File: config.mk
export PLATFORM = sky130hd
export DESIGN_NAME = arp_resolver_cache
export DESIGN_NICKNAME = d
export VERILOG_FILES = /design/src/hw/rtl/arpc_pkg.sv /design/src/hw/rtl/arpc_ctrl.sv /design/src/hw/rtl/arpc_dp.sv /design/src/hw/rtl/arp_resolver_cache.sv
export SDC_FILE = /design/constraint.sdc
export NUM_CORES = 2
export LEC_CHECK = 0
export CAP_MARGIN = 5
export CORE_ASPECT_RATIO = 1.5
export CORE_MARGIN = 4
export CORE_UTILIZATION = 50
export CTS_BUF_LIST = sky130_fd_sc_hd__clkbuf_16
export DETAILED_ROUTE_END_ITERATION = 7
export DONT_BUFFER_PORTS = 1
export GPL_ROUTABILITY_DRIVEN = 0
export HOLD_SLACK_MARGIN = 0.12
export PLACE_DENSITY = 0.63
export SLEW_MARGIN = 30
export SYNTH_ARGS = -nofsm -noshare
export SYNTH_HDL_FRONTEND = slang
export SYNTH_SLANG_ARGS = --single-unit
File: constraint.sdc
create_clock -name clk -period 19.2 [get_ports clk]
set_input_delay 0.96 -clock clk [delete_from_list [all_inputs] [get_ports clk]]
set_output_delay 0.96 -clock clk [all_outputs]
set_load 0.03 [all_outputs]
File: src/hw/rtl/arpc_pkg.sv
`timescale 1ns / 1ps
// ----------------------------------------------------------------------------
// arpc_pkg
// shared types, codes and defaults of the arp resolver cache
// ----------------------------------------------------------------------------
package arpc_pkg;

  localparam int CACHE_ENTRIES_DEF = 16;
  localparam int PENDING_DEPTH_DEF = 16;
  localparam int BCAST_ENTRIES_DEF = 16;

  localparam logic [47:0] BCAST_MAC     = 48'hFFFF_FFFF_FFFF;
  localparam logic [15:0] TTL_RST       = 16'd30000;
  localparam logic [15:0] INTERVAL_RST  = 16'd5000;

  typedef enum logic [1:0] {
    FUNC_SEND  = 2'd0,
    FUNC_FRAME = 2'd1,
    FUNC_TICK  = 2'd2,
    FUNC_NONE  = 2'd3
  } func_t;

  typedef enum logic [1:0] {
    FRM_IPV4  = 2'd0,
    FRM_ARP   = 2'd1,
    FRM_OTHER = 2'd2,
    FRM_RSVD  = 2'd3
  } frame_kind_t;

  localparam logic [1:0] ARP_OP_REQUEST = 2'd1;
  localparam logic [1:0] ARP_OP_REPLY   = 2'd2;

  typedef enum logic [1:0] {
    OUT_IPV4    = 2'd0,
    OUT_REQUEST = 2'd1,
    OUT_REPLY   = 2'd2,
    OUT_DELIVER = 2'd3
  } out_kind_t;

  typedef enum logic [1:0] {
    REG_OWN_MAC  = 2'd0,
    REG_OWN_IP   = 2'd1,
    REG_TTL      = 2'd2,
    REG_INTERVAL = 2'd3
  } reg_idx_t;

  typedef enum logic [2:0] {
    EM_IPV4_ITEM = 3'd0,
    EM_IPV4_PEND = 3'd1,
    EM_REQUEST   = 3'd2,
    EM_REPLY     = 3'd3,
    EM_DELIVER   = 3'd4
  } emit_sel_t;

  typedef enum logic [1:0] {
    KEY_HOP  = 2'd0,
    KEY_SIP  = 2'd1,
    KEY_PEND = 2'd2
  } key_sel_t;

  typedef struct packed {
    logic [47:0] own_mac;
    logic [31:0] own_ip;
    logic [15:0] ttl_ms;
    logic [15:0] interval_ms;
  } cfg_t;

  typedef struct packed {
    logic [1:0]  func;
    logic [15:0] tag;
    logic [31:0] hop;
    logic [47:0] dst;
    logic [1:0]  kind;
    logic        ok;
    logic [1:0]  op;
    logic [47:0] smac;
    logic [31:0] sip;
    logic [31:0] tip;
    logic [15:0] el;
  } item_t;

  typedef struct packed {
    logic [1:0]  kind;
    logic [47:0] mac;
    logic [15:0] tag;
    logic [31:0] ip;
  } res_t;

  typedef struct packed {
    logic      load;
    logic      key_ld;
    key_sel_t  key_sel;
    logic      scan_clr;
    logic      cscan;
    logic      lscan;
    logic      bscan;
    logic      age;
    logic      tick_now;
    logic      enq;
    logic      pop;
    logic      learn_wr;
    logic      breq_wr;
    logic      emit;
    emit_sel_t emit_sel;
    logic      finish;
  } cmd_t;

  typedef struct packed {
    logic [1:0] func;
    logic [1:0] kind;
    logic       ok;
    logic       addr_ok;
    logic       hit;
    logic       c_last;
    logic       b_last;
    logic       b_fire;
    logic       reply_ok;
    logic       pend_empty;
    logic       out_room;
  } sts_t;

endpackage

File: src/hw/rtl/arpc_ctrl.sv
`timescale 1ns / 1ps
// ----------------------------------------------------------------------------
// arpc_ctrl
// sequencer: steps the datapath through lookups, learning, flush and aging
// ----------------------------------------------------------------------------
module arpc_ctrl (
  input  logic           clk,
  input  logic           rst_n,
  input  logic           in_valid,
  output logic           in_stall,
  output arpc_pkg::cmd_t cmd,
  input  arpc_pkg::sts_t sts
);
  import arpc_pkg::*;

  typedef enum logic [16:0] {
    S_IDLE     = 17'h00001,
    S_DISP     = 17'h00002,
    S_CSCAN    = 17'h00004,
    S_CCHK     = 17'h00008,
    S_ENQ      = 17'h00010,
    S_BSCAN    = 17'h00020,
    S_BCHK     = 17'h00040,
    S_BREQ     = 17'h00080,
    S_SEND_HIT = 17'h00100,
    S_DELIV    = 17'h00200,
    S_LSCAN    = 17'h00400,
    S_LWR      = 17'h00800,
    S_REPLY    = 17'h01000,
    S_FLUSH    = 17'h02000,
    S_FL_HIT   = 17'h04000,
    S_AGE      = 17'h08000,
    S_FIN      = 17'h10000
  } state_t;

  state_t state_r, state_nxt;
  logic   flush_r, flush_nxt;

  assign in_stall = (state_r != S_IDLE);

  always_comb begin
    state_nxt = state_r;
    flush_nxt = flush_r;
    cmd       = '0;
    unique case (state_r)
      S_IDLE: begin
        if (in_valid) begin
          cmd.load  = 1'b1;
          state_nxt = S_DISP;
        end
      end
      S_DISP: begin
        flush_nxt = 1'b0;
        priority if (sts.func == FUNC_SEND) begin
          cmd.key_ld   = 1'b1;
          cmd.key_sel  = KEY_HOP;
          cmd.scan_clr = 1'b1;
          state_nxt    = S_CSCAN;
        end else if (sts.func == FUNC_FRAME && sts.addr_ok && sts.kind == FRM_IPV4) begin
          state_nxt = sts.ok ? S_DELIV : S_FIN;
        end else if (sts.func == FUNC_FRAME && sts.addr_ok && sts.kind == FRM_ARP) begin
          if (sts.ok) begin
            cmd.key_ld   = 1'b1;
            cmd.key_sel  = KEY_SIP;
            cmd.scan_clr = 1'b1;
            state_nxt    = S_LSCAN;
          end else begin
            state_nxt = S_FLUSH;
          end
        end else if (sts.func == FUNC_TICK) begin
          cmd.tick_now = 1'b1;
          cmd.scan_clr = 1'b1;
          state_nxt    = S_AGE;
        end else begin
          state_nxt = S_FIN;
        end
      end
      S_CSCAN: begin
        cmd.cscan = 1'b1;
        if (sts.c_last) state_nxt = S_CCHK;
      end
      S_CCHK: begin
        if (sts.hit) begin
          state_nxt = flush_r ? S_FL_HIT : S_SEND_HIT;
        end else if (flush_r) begin
          cmd.scan_clr = 1'b1;
          state_nxt    = S_BSCAN;
        end else begin
          state_nxt = S_ENQ;
        end
      end
      S_ENQ: begin
        cmd.enq      = 1'b1;
        cmd.scan_clr = 1'b1;
        state_nxt    = S_BSCAN;
      end
      S_BSCAN: begin
        cmd.bscan = 1'b1;
        if (sts.b_last) state_nxt = S_BCHK;
      end
      S_BCHK: begin
        state_nxt = sts.b_fire ? S_BREQ : S_FIN;
      end
      S_BREQ: begin
        if (sts.out_room) begin
          cmd.breq_wr  = 1'b1;
          cmd.emit     = 1'b1;
          cmd.emit_sel = EM_REQUEST;
          state_nxt    = S_FIN;
        end
      end
      S_SEND_HIT: begin
        if (sts.out_room) begin
          cmd.emit     = 1'b1;
          cmd.emit_sel = EM_IPV4_ITEM;
          state_nxt    = S_FIN;
        end
      end
      S_DELIV: begin
        if (sts.out_room) begin
          cmd.emit     = 1'b1;
          cmd.emit_sel = EM_DELIVER;
          state_nxt    = S_FIN;
        end
      end
      S_LSCAN: begin
        cmd.lscan = 1'b1;
        if (sts.c_last) state_nxt = S_LWR;
      end
      S_LWR: begin
        cmd.learn_wr = 1'b1;
        state_nxt    = sts.reply_ok ? S_REPLY : S_FLUSH;
      end
      S_REPLY: begin
        if (sts.out_room) begin
          cmd.emit     = 1'b1;
          cmd.emit_sel = EM_REPLY;
          state_nxt    = S_FLUSH;
        end
      end
      S_FLUSH: begin
        if (sts.pend_empty) begin
          state_nxt = S_FIN;
        end else begin
          flush_nxt    = 1'b1;
          cmd.key_ld   = 1'b1;
          cmd.key_sel  = KEY_PEND;
          cmd.scan_clr = 1'b1;
          state_nxt    = S_CSCAN;
        end
      end
      S_FL_HIT: begin
        if (sts.out_room) begin
          cmd.emit     = 1'b1;
          cmd.emit_sel = EM_IPV4_PEND;
          cmd.pop      = 1'b1;
          state_nxt    = S_FLUSH;
        end
      end
      S_AGE: begin
        cmd.age = 1'b1;
        if (sts.c_last) state_nxt = S_FIN;
      end
      S_FIN: begin
        if (sts.out_room) begin
          cmd.finish = 1'b1;
          state_nxt  = S_IDLE;
        end
      end
      default: state_nxt = S_IDLE;
    endcase
  end

  always_ff @(posedge clk) begin
    if (!rst_n) begin
      state_r <= S_IDLE;
      flush_r <= 1'b0;
    end else begin
      state_r <= state_nxt;
      flush_r <= flush_nxt;
    end
  end

endmodule

File: src/hw/rtl/arpc_dp.sv
`timescale 1ns / 1ps
// ----------------------------------------------------------------------------
// arpc_dp
// datapath: cache, broadcast table, pending queue, scan unit, result stage
// ----------------------------------------------------------------------------
module arpc_dp #(
  parameter int CACHE_ENTRIES = arpc_pkg::CACHE_ENTRIES_DEF,
  parameter int PENDING_DEPTH = arpc_pkg::PENDING_DEPTH_DEF,
  parameter int BCAST_ENTRIES = arpc_pkg::BCAST_ENTRIES_DEF
) (
  input  logic            clk,
  input  logic            rst_n,
  input  arpc_pkg::cfg_t  cfg,
  input  arpc_pkg::item_t item,
  input  arpc_pkg::cmd_t  cmd,
  output arpc_pkg::sts_t  sts,
  output logic            out_valid,
  input  logic            out_stall,
  output arpc_pkg::res_t  out_res,
  output logic            out_last
);
  import arpc_pkg::*;

  localparam int CW   = (CACHE_ENTRIES > 1) ? $clog2(CACHE_ENTRIES) : 1;
  localparam int BW   = (BCAST_ENTRIES > 1) ? $clog2(BCAST_ENTRIES) : 1;
  localparam int PW   = (PENDING_DEPTH > 1) ? $clog2(PENDING_DEPTH) : 1;
  localparam int PCW  = $clog2(PENDING_DEPTH + 1);
  localparam int SMAX = (CACHE_ENTRIES > BCAST_ENTRIES) ? CACHE_ENTRIES : BCAST_ENTRIES;
  localparam int SW   = (SMAX > 1) ? $clog2(SMAX) : 1;

  item_t item_r;
  logic [31:0] key_r;
  logic [31:0] now_r;

  // cache
  logic [CACHE_ENTRIES-1:0] c_valid_r;
  logic [31:0] c_ip_r  [CACHE_ENTRIES];
  logic [47:0] c_mac_r [CACHE_ENTRIES];
  logic [15:0] c_ttl_r [CACHE_ENTRIES];

  // broadcast table
  logic [BCAST_ENTRIES-1:0] b_valid_r;
  logic [31:0] b_ip_r   [BCAST_ENTRIES];
  logic [31:0] b_time_r [BCAST_ENTRIES];

  // pending queue
  logic [15:0] p_tag_r [PENDING_DEPTH];
  logic [31:0] p_ip_r  [PENDING_DEPTH];
  logic [PW-1:0]  head_r;
  logic [PCW-1:0] cnt_r;

  // scan unit
  logic [SW-1:0] idx_r;
  logic          hit_r;
  logic [47:0]   hit_mac_r;
  logic          m_found_r, f_found_r;
  logic [CW-1:0] m_idx_r, f_idx_r, min_idx_r;
  logic [15:0]   min_ttl_r;
  logic          bm_found_r, bf_found_r;
  logic [BW-1:0] bm_idx_r, bf_idx_r, old_idx_r;
  logic [31:0]   bm_age_r, old_age_r;

  // result stage
  logic stg_v_r, stg_v_nxt;
  res_t stg_r, emit_res;
  logic out_v_r, out_v_nxt;
  res_t out_res_r;
  logic out_last_r;
  logic move, move_last, out_free;

  logic [CW-1:0] cidx;
  logic [BW-1:0] bidx;
  logic          c_v_i, b_v_i;
  logic [31:0]   c_ip_i, b_ip_i, b_age_i;
  logic [47:0]   c_mac_i;
  logic [15:0]   c_ttl_i;
  logic [CW-1:0] c_slot;
  logic [BW-1:0] b_slot;
  logic [PW:0]   tail_sum;
  logic [PW-1:0] tail;
  logic          pend_full;

  assign cidx    = idx_r[CW-1:0];
  assign bidx    = idx_r[BW-1:0];
  assign c_v_i   = c_valid_r[cidx];
  assign c_ip_i  = c_ip_r[cidx];
  assign c_mac_i = c_mac_r[cidx];
  assign c_ttl_i = c_ttl_r[cidx];
  assign b_v_i   = b_valid_r[bidx];
  assign b_ip_i  = b_ip_r[bidx];
  assign b_age_i = now_r - b_time_r[bidx];

  assign c_slot = m_found_r ? m_idx_r : (f_found_r ? f_idx_r : min_idx_r);
  assign b_slot = bm_found_r ? bm_idx_r : (bf_found_r ? bf_idx_r : old_idx_r);

  assign tail_sum  = (PW+1)'(head_r) + (PW+1)'(cnt_r);
  assign tail      = (tail_sum >= (PW+1)'(PENDING_DEPTH))
                   ? PW'(tail_sum - (PW+1)'(PENDING_DEPTH)) : tail_sum[PW-1:0];
  assign pend_full = (cnt_r == PCW'(PENDING_DEPTH));

  // item and key
  always_ff @(posedge clk) begin
    if (cmd.load) item_r <= item;
    if (cmd.key_ld) begin
      unique case (cmd.key_sel)
        KEY_HOP:  key_r <= item_r.hop;
        KEY_SIP:  key_r <= item_r.sip;
        KEY_PEND: key_r <= p_ip_r[head_r];
        default:  key_r <= item_r.hop;
      endcase
    end
  end

  always_ff @(posedge clk) begin
    if (!rst_n) begin
      now_r <= '0;
    end else if (cmd.tick_now) begin
      now_r <= now_r + {16'd0, item_r.el};
    end
  end

  // scan bookkeeping
  always_ff @(posedge clk) begin
    if (!rst_n) begin
      idx_r      <= '0;
      hit_r      <= 1'b0;
      m_found_r  <= 1'b0;
      f_found_r  <= 1'b0;
      bm_found_r <= 1'b0;
      bf_found_r <= 1'b0;
    end else if (cmd.scan_clr) begin
      idx_r      <= '0;
      hit_r      <= 1'b0;
      m_found_r  <= 1'b0;
      f_found_r  <= 1'b0;
      bm_found_r <= 1'b0;
      bf_found_r <= 1'b0;
    end else begin
      if (cmd.cscan || cmd.lscan || cmd.bscan || cmd.age) idx_r <= idx_r + 1'b1;
      if (cmd.cscan && !hit_r && c_v_i && c_ip_i == key_r && c_ttl_i != 16'd0) begin
        hit_r <= 1'b1;
      end
      if (cmd.lscan) begin
        if (!m_found_r && c_v_i && c_ip_i == key_r) m_found_r <= 1'b1;
        if (!f_found_r && !c_v_i) f_found_r <= 1'b1;
      end
      if (cmd.bscan) begin
        if (!bm_found_r && b_v_i && b_ip_i == key_r) bm_found_r <= 1'b1;
        if (!bf_found_r && !b_v_i) bf_found_r <= 1'b1;
      end
    end
  end

  always_ff @(posedge clk) begin
    if (cmd.cscan && !hit_r && c_v_i && c_ip_i == key_r && c_ttl_i != 16'd0) begin
      hit_mac_r <= c_mac_i;
    end
    if (cmd.lscan) begin
      if (!m_found_r && c_v_i && c_ip_i == key_r) m_idx_r <= cidx;
      if (!f_found_r && !c_v_i) f_idx_r <= cidx;
      if (idx_r == '0 || c_ttl_i < min_ttl_r) begin
        min_idx_r <= cidx;
        min_ttl_r <= c_ttl_i;
      end
    end
    if (cmd.bscan) begin
      if (!bm_found_r && b_v_i && b_ip_i == key_r) begin
        bm_idx_r <= bidx;
        bm_age_r <= b_age_i;
      end
      if (!bf_found_r && !b_v_i) bf_idx_r <= bidx;
      if (idx_r == '0 || b_age_i > old_age_r) begin
        old_idx_r <= bidx;
        old_age_r <= b_age_i;
      end
    end
  end

  // cache storage
  always_ff @(posedge clk) begin
    if (!rst_n) begin
      c_valid_r <= '0;
    end else if (cmd.learn_wr) begin
      c_valid_r[c_slot] <= 1'b1;
    end else if (cmd.age && c_v_i && c_ttl_i <= item_r.el) begin
      c_valid_r[cidx] <= 1'b0;
    end
  end

  always_ff @(posedge clk) begin
    if (cmd.learn_wr) begin
      c_ip_r[c_slot]  <= key_r;
      c_mac_r[c_slot] <= item_r.smac;
      c_ttl_r[c_slot] <= cfg.ttl_ms;
    end else if (cmd.age && c_v_i && c_ttl_i > item_r.el) begin
      c_ttl_r[cidx] <= c_ttl_i - item_r.el;
    end
  end

  // broadcast table storage
  always_ff @(posedge clk) begin
    if (!rst_n) begin
      b_valid_r <= '0;
    end else if (cmd.breq_wr) begin
      b_valid_r[b_slot] <= 1'b1;
    end
  end

  always_ff @(posedge clk) begin
    if (cmd.breq_wr) begin
      b_ip_r[b_slot]   <= key_r;
      b_time_r[b_slot] <= now_r;
    end
  end

  // pending queue
  always_ff @(posedge clk) begin
    if (!rst_n) begin
      head_r <= '0;
      cnt_r  <= '0;
    end else if (cmd.enq && !pend_full) begin
      cnt_r <= cnt_r + 1'b1;
    end else if (cmd.pop) begin
      head_r <= (head_r == PW'(PENDING_DEPTH - 1)) ? '0 : head_r + 1'b1;
      cnt_r  <= cnt_r - 1'b1;
    end
  end

  always_ff @(posedge clk) begin
    if (cmd.enq && !pend_full) begin
      p_tag_r[tail] <= item_r.tag;
      p_ip_r[tail]  <= key_r;
    end
  end

  // result stage: one staged result so last can be marked at the end
  always_comb begin
    emit_res = '0;
    unique case (cmd.emit_sel)
      EM_IPV4_ITEM: begin
        emit_res.kind = OUT_IPV4;
        emit_res.mac  = hit_mac_r;
        emit_res.tag  = item_r.tag;
      end
      EM_IPV4_PEND: begin
        emit_res.kind = OUT_IPV4;
        emit_res.mac  = hit_mac_r;
        emit_res.tag  = p_tag_r[head_r];
      end
      EM_REQUEST: begin
        emit_res.kind = OUT_REQUEST;
        emit_res.mac  = BCAST_MAC;
        emit_res.ip   = key_r;
      end
      EM_REPLY: begin
        emit_res.kind = OUT_REPLY;
        emit_res.mac  = item_r.smac;
        emit_res.ip   = item_r.sip;
      end
      EM_DELIVER: begin
        emit_res.kind = OUT_DELIVER;
        emit_res.tag  = item_r.tag;
      end
      default: emit_res = '0;
    endcase
  end

  assign out_free = !out_v_r || !out_stall;

  always_comb begin
    out_v_nxt = out_v_r && out_stall;
    stg_v_nxt = stg_v_r;
    move      = 1'b0;
    move_last = 1'b0;
    if (cmd.emit) begin
      move      = stg_v_r;
      stg_v_nxt = 1'b1;
    end
    if (cmd.finish && stg_v_r) begin
      move      = 1'b1;
      move_last = 1'b1;
      stg_v_nxt = 1'b0;
    end
    if (move) out_v_nxt = 1'b1;
  end

  always_ff @(posedge clk) begin
    if (!rst_n) begin
      stg_v_r <= 1'b0;
      out_v_r <= 1'b0;
    end else begin
      stg_v_r <= stg_v_nxt;
      out_v_r <= out_v_nxt;
    end
  end

  always_ff @(posedge clk) begin
    if (cmd.emit) stg_r <= emit_res;
    if (move) begin
      out_res_r  <= stg_r;
      out_last_r <= move_last;
    end
  end

  assign out_valid = out_v_r;
  assign out_res   = out_res_r;
  assign out_last  = out_last_r;

  assign sts.func       = item_r.func;
  assign sts.kind       = item_r.kind;
  assign sts.ok         = item_r.ok;
  assign sts.addr_ok    = (item_r.dst == cfg.own_mac) || (item_r.dst == BCAST_MAC);
  assign sts.hit        = hit_r;
  assign sts.c_last     = (idx_r == SW'(CACHE_ENTRIES - 1));
  assign sts.b_last     = (idx_r == SW'(BCAST_ENTRIES - 1));
  assign sts.b_fire     = !bm_found_r || (bm_age_r >= {16'd0, cfg.interval_ms});
  assign sts.reply_ok   = (item_r.tip == cfg.own_ip) && (item_r.op == ARP_OP_REQUEST);
  assign sts.pend_empty = (cnt_r == '0);
  assign sts.out_room   = !stg_v_r || out_free;

endmodule

File: src/hw/rtl/arp_resolver_cache.sv
`timescale 1ns / 1ps
// ----------------------------------------------------------------------------
// arp_resolver_cache
// arp resolver with mapping cache, request rate limiter and pending queue
//
//   channel | direction | handshake            | payload
//   in_     | in        | in_valid / in_stall  | func, tag, hop ip, frame and arp fields
//   out_    | out       | out_valid / out_stall| kind, dst mac, tag, target ip, last
//   apb     | in        | psel / penable       | four registers at 8*i, 64-bit data
//
// a send scans the cache and, on a miss, the broadcast table; a tick scans
// the cache to age it; an arp frame scans the cache to learn its sender if it
// parses, and once more per flushed handle; every scan steps through its table
// one entry per cycle.
// reset is synchronous; valid bits, queue pointers and clock clear at once.
// a stalled output holds the block once its staged result cannot move on.
// ----------------------------------------------------------------------------
module arp_resolver_cache #(
  parameter int CACHE_ENTRIES = arpc_pkg::CACHE_ENTRIES_DEF,
  parameter int PENDING_DEPTH = arpc_pkg::PENDING_DEPTH_DEF,
  parameter int BCAST_ENTRIES = arpc_pkg::BCAST_ENTRIES_DEF
) (
  input  logic        clk,
  input  logic        rst_n,
  input  logic        psel,
  input  logic        penable,
  input  logic        pwrite,
  input  logic [4:0]  paddr,
  input  logic [63:0] pwdata,
  output logic [63:0] prdata,
  output logic        pready,
  input  logic        in_valid,
  output logic        in_stall,
  input  logic [1:0]  in_func,
  input  logic [15:0] in_datagram_tag,
  input  logic [31:0] in_next_hop_ip,
  input  logic [47:0] in_frame_dst_mac,
  input  logic [1:0]  in_frame_kind,
  input  logic        in_parse_ok,
  input  logic [1:0]  in_arp_opcode,
  input  logic [47:0] in_sender_mac,
  input  logic [31:0] in_sender_ip,
  input  logic [31:0] in_target_ip,
  input  logic [15:0] in_elapsed_ms,
  output logic        out_valid,
  input  logic        out_stall,
  output logic [1:0]  out_kind,
  output logic [47:0] out_dst_mac,
  output logic [15:0] out_tag,
  output logic [31:0] out_target_ip,
  output logic        out_last
);
  import arpc_pkg::*;

  cfg_t     cfg_r;
  item_t    item;
  cmd_t     cmd;
  sts_t     sts;
  res_t     res;
  reg_idx_t reg_idx;

  assign pready  = 1'b1;
  assign reg_idx = reg_idx_t'(paddr[4:3]);

  always_ff @(posedge clk) begin
    if (!rst_n) begin
      cfg_r.own_mac     <= '0;
      cfg_r.own_ip      <= '0;
      cfg_r.ttl_ms      <= TTL_RST;
      cfg_r.interval_ms <= INTERVAL_RST;
    end else if (psel && penable && pwrite) begin
      unique case (reg_idx)
        REG_OWN_MAC:  cfg_r.own_mac     <= pwdata[47:0];
        REG_OWN_IP:   cfg_r.own_ip      <= pwdata[31:0];
        REG_TTL:      cfg_r.ttl_ms      <= pwdata[15:0];
        REG_INTERVAL: cfg_r.interval_ms <= pwdata[15:0];
        default:      cfg_r.own_mac     <= cfg_r.own_mac;
      endcase
    end
  end

  always_comb begin
    unique case (reg_idx)
      REG_OWN_MAC:  prdata = {16'd0, cfg_r.own_mac};
      REG_OWN_IP:   prdata = {32'd0, cfg_r.own_ip};
      REG_TTL:      prdata = {48'd0, cfg_r.ttl_ms};
      REG_INTERVAL: prdata = {48'd0, cfg_r.interval_ms};
      default:      prdata = '0;
    endcase
  end

  assign item.func = in_func;
  assign item.tag  = in_datagram_tag;
  assign item.hop  = in_next_hop_ip;
  assign item.dst  = in_frame_dst_mac;
  assign item.kind = in_frame_kind;
  assign item.ok   = in_parse_ok;
  assign item.op   = in_arp_opcode;
  assign item.smac = in_sender_mac;
  assign item.sip  = in_sender_ip;
  assign item.tip  = in_target_ip;
  assign item.el   = in_elapsed_ms;

  arpc_ctrl u_ctrl (
    .clk      (clk),
    .rst_n    (rst_n),
    .in_valid (in_valid),
    .in_stall (in_stall),
    .cmd      (cmd),
    .sts      (sts)
  );

  arpc_dp #(
    .CACHE_ENTRIES (CACHE_ENTRIES),
    .PENDING_DEPTH (PENDING_DEPTH),
    .BCAST_ENTRIES (BCAST_ENTRIES)
  ) u_dp (
    .clk       (clk),
    .rst_n     (rst_n),
    .cfg       (cfg_r),
    .item      (item),
    .cmd       (cmd),
    .sts       (sts),
    .out_valid (out_valid),
    .out_stall (out_stall),
    .out_res   (res),
    .out_last  (out_last)
  );

  assign out_kind      = res.kind;
  assign out_dst_mac   = res.mac;
  assign out_tag       = res.tag;
  assign out_target_ip = res.ip;

endmodule

==> flow_metrics.env <==
export IMPL_outcome="finished, final reports clean"
export IMPL_postCtsSetupRepairBufs=0
export IMPL_ys_seq_elements=4162
export IMPL_crit_type="reg2reg"
export IMPL_max_freq_mhz=119.0
export IMPL_grt_setup_unrepaired="no"
export IMPL_grt_max_degree=107
export IMPL_antenna_found_initial=11
export IMPL_post_route_cell_area_um2=183300
export IMPL_ys_flop_type="edfxtp_1"
export IMPL_synth_edf_count=3940
export IMPL_min_path_type="in2reg"
export IMPL_synth_area_leaders="edfxtp_1 73%, mux4_2 14%, dfxtp_1 2.7%"
export IMPL_synth_area_leader_cell="edfxtp_1"
export IMPL_arrival_ps=8970
export IMPL_clock_skew_final_ps=74.48
export IMPL_startpoint_type="flip-flop"
export IMPL_grt_first_pass_wirelength_mm=581.3
export IMPL_cts_buffers=385
export IMPL_dpl_instance_area_um2=167900
export IMPL_maxCapViolCount=0
export IMPL_hold_buffers=274
export IMPL_crit_required_ps=19770
export IMPL_crit_family="compound AO/OA/AOI/OAI gates"
export IMPL_slowest_stage="dfxtp_4"
export IMPL_clockRootBuffer="clkbuf_16"
export IMPL_drive_gt1_share_pct=22.01
export IMPL_syn_mean_instance_area_um2=20.46
export IMPL_min_period_over_period_pct=43.76
export IMPL_post_cts_resized=0
export IMPL_die_x_um=472.6
export IMPL_min_period_ps=8403
export IMPL_cts_max_level=5
export IMPL_grtUsageTotal_pct=23.85
export IMPL_slew_limit_headroom_pct=32.90
export IMPL_drc=0
export IMPL_slew_viol_final=0
export IMPL_post_drt_via_cell_ratio=6.159
export IMPL_hold_viol_final=0
export IMPL_path_clk_slew_ps=60
export IMPL_syn_inst=7910
export IMPL_die_area_um2=333100
export IMPL_die_h_um=704.9
export IMPL_row_count=255
export IMPL_ios=473
export IMPL_max_stage_delay_ps=830
export IMPL_grt_ovfl_total=0
export IMPL_syn_to_final_growth_pct=13.23
export IMPL_start_util_pct=50.28
export IMPL_post_drt_wl_per_cell_um=30.83
export IMPL_setup_viol=0
export IMPL_crit_buf_inv=4
export IMPL_drtIter0Drc=8271
export IMPL_worstPathMaxFanout=48
export IMPL_fin_nets=8864
export IMPL_peakVddDrop_uv=146.5
export IMPL_p_leak_nw=57.20
export IMPL_async_flop_share_pct=0
export IMPL_clock_sinks=4162
export IMPL_grt_pass1_vias=83200
export IMPL_tightest_slew_ps=1007
export IMPL_ant_nets=0
export IMPL_power_density_nw_per_um2=101.6
export IMPL_yosysUniqueCellTypes=75
export IMPL_drt_pass1_iterations=5
export IMPL_synth_cell_area_um2=161900
export IMPL_drt_wl_total_mm=400.2
export IMPL_worstSetupEndpointType="flip-flop"
export IMPL_cts_tree="yes"
export IMPL_synth_top_area_share_pct=73.09
export IMPL_clkLatencyLatePin_ps=930
export IMPL_io_buffers=0
export IMPL_cts_max_path_buffers=4
export IMPL_dp_hpwl_mm=222.3
export IMPL_core_um2=321900
export IMPL_synth_warnings=0
export IMPL_tns_ps=0
export IMPL_ys_seq_area_share_pct=75.84
export IMPL_vias=79940
-- cell usage in the layout, fill, tap and decap left out, drive strengths merged, types with 182 or more instances in the layout --
cell type,count
a21oi,294
buf,218
clkbuf,393
clkinv,182
dfxtp,222
dlygate4sd3,274
edfxtp,3940
inv,217
mux4,1039
nand2,439
nor2,267
-- cells in the mapped netlist (all sizes together) (4+ instances only) --
cell type     n
nor3         79
a31oi         5
fa            5
xor2        139
nand2       439
nand3b       10
and3          9
nand3        39
ha          139
xnor2       100
nor4b         5
or3          15
or2          12
o21a         30
a211oi       19
o21ai       111
clkbuf      219
a311oi        6
mux4       1039
dfxtp       222
a22o         16
o31ai         8
nand4b        6
and2         22
nor2        267
inv         145
a21oi       294
edfxtp     3940
buf         172
a21o         45
nor3b         4
o21bai        7
a22oi        33
o211ai        9
a221oi        6
nor4         51
or4           6
mux2i        71
o221ai        6
nor2b        24
nand4        56
nand2b       28
a21boi       20
-- where the power goes --
group          switching [W]  leakage [nW]  internal (W)
Sequential          0.000271          37.4        0.0102
Combinational       0.000355          13.5      0.000192
Clock                0.00334          6.28       0.00425
Total                0.00397          57.2        0.0147
-- logic make-up after synthesis --
family                     after synthesis  share of synthesized area (%)
xor gates and xnor gates               239                          1.293
other                                    2                       0.004640
DFF                                   4162                          75.84
AOI/OAI and AO/OA                      635                          2.360
buffers and inverters                  538                          1.404
and+or+nand+nor                       1078                          3.056
adders and majority gates              144                          1.136
muxes                                 1112                          14.91
-- routing by layer --
layer / up-vias / routed length, um / GRT usage (%)
met4: 4 / 11460 / 6.580
met1: 42990 / 153800 / 31.59
met2: 3090 / 208800 / 41.51
met3: 595 / 26150 / 3.533
li1: 33250 / - / -
met5: - / 28 / 0
-- sequential cells by signal (all words and copies together) (netlist names), 48 cells and up, named ones only --
register and cells:
u_dp.p_tag_r 256, u_dp.b_time_r 512, u_dp.hit_mac_r 48, u_dp.stg_r 98, u_dp.c_ip_r 512, cfg_r 112, u_dp.out_res 98, u_dp.c_ttl_r 256
u_dp.b_ip_r 512, u_dp.p_ip_r 512, u_dp.item_r 226, u_dp.c_mac_r 768
-- per-stage QoR --
| step | total power [W] | util [%] | setup WS (ps) | std cells | hold slack (ps) |
|---|---|---|---|---|---|
| 2_1_floorplan | 0.01094 | - | 6850 | 7925 | 400.3 |
| 5_1_grt | 0.01921 | 56.93 | 10250 | 12980 | 145.8 |
| 6_report | 0.01862 | 56.93 | 10800 | 12980 | 190.4 |
| 3_3_place_gp | 0.01113 | 52.09 | 10740 | 11980 | 402.8 |
| 3_5_place_dp | 0.01116 | 52.17 | 10660 | 11990 | 405.2 |
| 4_1_cts | 0.01876 | 56.88 | 10630 | 12970 | 120.2 |
-- path summary, 6_finish.rpt --
path | cells past startpoint | endpoint | slack, ps | start
max | 26 | u_dp.old_age_r[3]$_DFFE_PP_ | 10800 | flip-flop
min | 2 | cfg_r[3]$_SDFFE_PN1P_ | 190 | pwdata[3]
max reg2reg | 26 | u_dp.old_age_r[3]$_DFFE_PP_ | 10800 | flip-flop
min reg2reg | 0 | u_dp.out_res[4]$_DFFE_PP_ | 410 | u_dp.stg_r[4]$_DFFE_PP_
-- final cells by class --
type,count,area (um2)
sequential,4162,122800
clock inverter,315,2595
clock buffer,393,9834
antenna,5,12.51
inverter,147,559.3
timing repair buffer,492,4773
tap,4240,5305
multi-input combinational,3225,37400
fill,23310,138600
Note: power is estimated with default switching activity, not from simulation.
